===== src/sv/isqrt_pkg.sv =====
// Package: widths and the per-stage data type for the square root cell chain.
package isqrt_pkg;

    localparam int RADICAND_BITS = 31;
    localparam int ROOT_BITS     = (RADICAND_BITS + 1) / 2;
    localparam int PAD_BITS      = 2 * ROOT_BITS;
    localparam int REM_BITS      = ROOT_BITS + 1;
    localparam int STAGES        = ROOT_BITS;

    typedef struct packed {
        logic [PAD_BITS-1:0]  rad;
        logic [REM_BITS-1:0]  rem;
        logic [ROOT_BITS-1:0] root;
    } isqrt_data_t;

endpackage


===== src/sv/isqrt_cell.sv =====
// One cell of the chain: resolves one root bit from the next two radicand bits.
module isqrt_cell
    import isqrt_pkg::*;
(
    input  logic        clk,
    input  logic        rst_n,
    input  logic        in_valid,
    output logic        in_ready,
    input  isqrt_data_t in_data,
    output logic        out_valid,
    input  logic        out_ready,
    output isqrt_data_t out_data
);

    logic        valid_reg;
    logic        valid_next;
    isqrt_data_t data_reg;
    isqrt_data_t data_next;

    logic [REM_BITS+1:0]  rem_shift;
    logic [REM_BITS+1:0]  trial;
    logic [REM_BITS+1:0]  diff;
    logic                 take;

    assign in_ready  = !valid_reg || out_ready;
    assign out_valid = valid_reg;
    assign out_data  = data_reg;

    always_comb
    begin
        rem_shift = {in_data.rem, in_data.rad[PAD_BITS-1 -: 2]};
        trial     = (REM_BITS + 2)'({in_data.root, 2'b01});
        diff      = rem_shift - trial;
        take      = (rem_shift >= trial);

        data_next.rad  = PAD_BITS'({in_data.rad, 2'b00});
        data_next.rem  = take ? REM_BITS'(diff) : REM_BITS'(rem_shift);
        data_next.root = ROOT_BITS'({in_data.root, take});

        if (in_ready)
        begin
            valid_next = in_valid;
        end
        else
        begin
            valid_next = valid_reg;
        end
    end

    always_ff @(posedge clk or negedge rst_n)
    begin
        if (!rst_n)
        begin
            valid_reg <= 1'b0;
        end
        else
        begin
            valid_reg <= valid_next;
        end
    end

    always_ff @(posedge clk)
    begin
        if (in_ready && in_valid)
        begin
            data_reg <= data_next;
        end
    end

    a_rem_bound: assert property (@(posedge clk) disable iff (!rst_n)
        valid_reg |-> (data_reg.rem <= {data_reg.root, 1'b0}))
        else $error("remainder exceeds twice the partial root");

    a_hold: assert property (@(posedge clk) disable iff (!rst_n)
        valid_reg && !out_ready |=> valid_reg && $stable(data_reg))
        else $error("stalled cell lost or changed its transaction");

    a_load: assert property (@(posedge clk) disable iff (!rst_n)
        in_valid && in_ready |=> valid_reg)
        else $error("accepted transaction not captured");

endmodule


===== src/sv/isqrt_binary_search.sv =====
// Top level: floor square root of a radicand through a chain of one-bit cells.
//
//  channel    direction  handshake                    payload
//  radicand   in         radicand_valid/radicand_ready radicand [30:0]
//  root       out        root_valid/root_ready         root     [15:0]
//
//  One cell per root bit; the last cell register drives root. Each cell holds one
//  transaction, so up to 16 are in flight and one enters per cycle unless stalled.
//  A cell advances when empty or when the next cell takes its transaction; a stall
//  at root_ready backs up cell by cell and bubbles close up behind it.
//  Reset clears the cell valid bits only.
module isqrt_binary_search
    import isqrt_pkg::*;
(
    input  logic                     clk,
    input  logic                     rst_n,
    input  logic                     radicand_valid,
    output logic                     radicand_ready,
    input  logic [RADICAND_BITS-1:0] radicand,
    output logic                     root_valid,
    input  logic                     root_ready,
    output logic [ROOT_BITS-1:0]     root
);

    logic        valid_chain [STAGES+1];
    logic        ready_chain [STAGES+1];
    isqrt_data_t data_chain  [STAGES+1];

    assign valid_chain[0]     = radicand_valid;
    assign radicand_ready     = ready_chain[0];
    assign data_chain[0].rad  = PAD_BITS'(radicand);
    assign data_chain[0].rem  = '0;
    assign data_chain[0].root = '0;

    genvar i;
    generate
        for (i = 0; i < STAGES; i++)
        begin : g_cell
            isqrt_cell u_cell (
                .clk       (clk),
                .rst_n     (rst_n),
                .in_valid  (valid_chain[i]),
                .in_ready  (ready_chain[i]),
                .in_data   (data_chain[i]),
                .out_valid (valid_chain[i+1]),
                .out_ready (ready_chain[i+1]),
                .out_data  (data_chain[i+1])
            );
        end
    endgenerate

    assign ready_chain[STAGES] = root_ready;
    assign root_valid          = valid_chain[STAGES];
    assign root                = data_chain[STAGES].root;

endmodule


===== config.mk =====
export PLATFORM = sky130hd
export DESIGN_NAME = isqrt_binary_search
export DESIGN_NICKNAME = d
export VERILOG_FILES = /design/src/sv/isqrt_pkg.sv /design/src/sv/isqrt_cell.sv /design/src/sv/isqrt_binary_search.sv
export SDC_FILE = /design/constraint.sdc
export NUM_CORES = 1
export LEC_CHECK = 0
export BUFFER_PORTS_ARGS = -buffer_cell sky130_fd_sc_hd__buf_2
export CORE_MARGIN = 5
export CORE_UTILIZATION = 60
export DETAILED_ROUTE_END_ITERATION = 16
export MAX_ROUTING_LAYER = met4
export PLACE_DENSITY_LB_ADDON = 0.05
export REMOVE_ABC_BUFFERS = 1
export SLEW_MARGIN = 30
export SYNTH_ARGS = -nofsm -noshare
export SYNTH_HDL_FRONTEND = slang
export SYNTH_SLANG_ARGS = --single-unit

===== constraint.sdc =====
create_clock -name clk -period 10 [get_ports clk]
set_input_delay 1.5 -clock clk [delete_from_list [all_inputs] [get_ports clk]]
set_output_delay 1.5 -clock clk [all_outputs]
set_load 0.02 [all_outputs]

==> impl_metrics.py <==
metrics = {
    "setup_path": {
        "worstPathCellList": "buf_2, nand4b_1, nor2_1, nand3_1, nor3_1, nand3_1, buf_2",
        "cp_slowest_stage_delay_ps": 480,
        "critPathRequiredTime_ps": 8500,
        "path_max_fanout": 6,
        "setup.worst_path.end_class": "output port",
        "crit_slowest_cell": "nor3_1",
        "cp-start-kind": "primary input",
        "arrival_ps": 3310,
        "crit_type": "in -> out",
    },
    "cts": {
        "cts.path.max_buffers": 3,
        "htree_levels": 2,
        "holdBufCountCts": 0,
        "clock_sinks": 624,
        "numCtsBuffers": 61,
        "cts-root-buf": "clkbuf_16",
        "postCtsSetupRepairBufs": 0,
        "post_cts_resized": 0,
        "cts.clk_slew.worst_paths_ps": 60,
        "cts_tree": "built",
        "clock_latency_ps": 630,
    },
    "grt": {
        "antenna_found_initial": 0,
        "grt_max_degree": 47,
        "grt_pass1_vias": 16300,
        "grtUsageTotal": 0.214,
        "grt-ovfl-total": 0,
        "grt_pass1_wl_um": 87900,
    },
    "logic_synthesis": {
        "yosysTopAreaCellShare": 0.634,
        "synth_edf_count": 608,
        "yosysUniqueCellTypes": 87,
        "synth_most_common_cell": "edfxtp_1",
        "syn_area_um2": 28800,
        "yosys-top-cells-area": "edfxtp_1 63%, ha_1 6.6%, xnor2_1 2.9%",
        "yosys_warnings": 0,
        "ys_seq_elements": 624,
        "avgSynthCellArea_um2": 13.4,
        "async_flop_share": 0.0256,
        "synth_top_area_cell": "edfxtp_1",
        "ys.flop_type": "edfxtp_1",
        "synthTopCellsByCount": "608 x edfxtp_1, 199 x inv_1, 151 x ha_1",
        "netlist_instances": 2157,
        "seq_area_frac_synth": 0.648,
    },
    "run": {
        "maxCapViolCount": 0,
    },
    "timing": {
        "maxSlewViolCount": 0,
        "fmax_mhz": 208,
        "worst_slew_pin_slew_ps": 927,
        "fin_tns_setup_ps": 0,
        "rsz0062_at_grt": "no",
        "skew_ps": 20.8,
        "fin_crit_sh": 0.481,
        "setup_viol": 0,
        "timing.final.crit_period_ps": 4810,
        "slew_headroom": 0.382,
        "finalHoldViolCount": 0,
        "holdWs_ps": 411,
    },
    "routing": {
        "top_layer_used": "met4",
        "drtAntennaViolNets": 0,
        "wl_met1_um": 25100,
        "drt-initial-drc-count": 1204,
        "route.met3.wl_um": 2050,
        "viasPerCell": 5.70,
        "drt_pass1_iterations": 5,
        "route.vias.total": 16600,
        "remaining_drc_errors": 0,
        "avgRoutedWirePerCell_um": 18.9,
        "met2_length_um": 26800,
        "wirelength_um": 54900,
    },
    "die": {
        "core-area_um2": 47600,
        "row_count": 80,
        "die_h_um": 229,
        "dieArea_um2": 52500,
        "ioPinCount": 53,
        "die_w_um": 229,
        "start_util": 0.604,
    },
    "cells_and_area": {
        "multi_input_area_um2": 9220,
        "regArea_um2": 18700,
        "diodes": 0,
        "fin_nets": 2435,
        "drive_gt1_frac": 0.102,
        "layout.cells.non_filler": 2914,
        "nFillCells": 3419,
        "areaGrowthSynthToFinish_pct": 10.5,
        "fin_area_um2": 31800,
    },
    "placed_design": {
        "hpwl_um": 40100,
        "place_area_um2": 29800,
        "numPortBuffers": 52,
        "place_congestion": 0.874,
        "dp_cells": 2801,
    },
    "power": {
        "p_leak_nw": 12.3,
        "ir_drop_mv": 0.193,
        "p_per_area_nw_per_um2": 261,
    },
    "outcome": {
        "outcome": "completed",
    },
    "min_path": {
        "hp-class": "reg -> reg",
    },
}
[power breakdown]
group | switching [mW] | internal (mW)
Combinational | 1.25 | 0.917
Clock | 0.953 | 1.31
Sequential | 0.311 | 3.57
Total | 2.51 | 5.80
[through the flow]
stage               worst slack [ps]  power [mW]   util
finish                          5190        8.31  0.668
global route                    5050        8.78  0.668
CTS                             5170        8.37  0.668
detailed placement              5170        6.08  0.626
global placement                5170        6.00  0.624
floorplan                       4180        5.42      -
[worst max-delay path, delay by kind of cell]
kind	cells	cell delay [ps]
buffers and inverters	2	310
and+or+nand+nor	5	1500
[registers in the layout, summed over array words and instances (netlist names)]
name / cells
g_cell.u_cell.out_data: 608
g_cell.u_cell.out_valid: 16
[cell usage in the layout (no fill, tap or decap), types with 53 or more instances in the layout]
cell type | Yosys | layout
inv_1 | 199 | 199
a21oi_1 | 111 | 111
edfxtp_1 | 608 | 608
clkbuf_16 | 0 | 61
nand2_1 | 106 | 106
nor2_1 | 140 | 138
xnor2_1 | 95 | 95
o21ai_0 | 86 | 86
ha_1 | 151 | 151
nor3_1 | 53 | 53
xor2_1 | 63 | 63
[layout make-up]
| class | instances | share of cell area |
|---|---|---|
| Multi-Input combinational cell | 1295 | 0.290 |
| Clock inverter | 37 | 0.0129 |
| Tap cell | 615 | 0.0242 |
| Sequential cell | 624 | 0.586 |
| Inverter | 199 | 0.0235 |
| Clock buffer | 76 | 0.0497 |
| Timing Repair Buffer | 68 | 0.0138 |
[cells by family (layout without fill, tap and decap cells)]
kind of cell / after synthesis / count (layout) / share of synthesized area
XOR/XNOR: 158 / 158 / 0.0481
adder cells (fa/ha/maj): 151 / 151 / 0.0656
multiplexers: 37 / 37 / 0.0143
flip-flops: 624 / 624 / 0.648
AND/OR/NAND/NOR: 543 / 543 / 0.0974
other: 1 / 1 / 0.000130
AO/OA/AOI/OAI: 405 / 405 / 0.0911
buffers and inverters: 238 / 380 / 0.0356
[layer usage]
layer / track usage / vias to the layer above
met5: - / -
met4: 0.0502 / 0
met3: 0.0254 / 84
met2: 0.347 / 330
met1: 0.298 / 8044
li1: - / 8155
[worst paths after layout]
check / endpoint / from / slack [ps] / cells after the start
setup reg to reg: g_cell[12].u_cell.out_data[27]$_DFFE_PP_ / g_cell[11].u_cell.out_data[22]$_DFFE_PP_ / 6870 / 6
setup / recovery: radicand_ready / root_ready / 5190 / 7
max in group asynchronous: g_cell[7].u_cell.out_valid$_DFFE_PN0P_ / rst_n / 8970 / 1
hold / removal: g_cell[11].u_cell.out_data[58]$_DFFE_PP_ / g_cell[10].u_cell.out_data[56]$_DFFE_PP_ / 410 / 0
min in group asynchronous: g_cell[15].u_cell.out_valid$_DFFE_PN0P_ / rst_n / 770 / 1
hold reg to reg: g_cell[11].u_cell.out_data[58]$_DFFE_PP_ / g_cell[10].u_cell.out_data[56]$_DFFE_PP_ / 410 / 0
No activity file was read; power rests on OpenSTA's default activity.
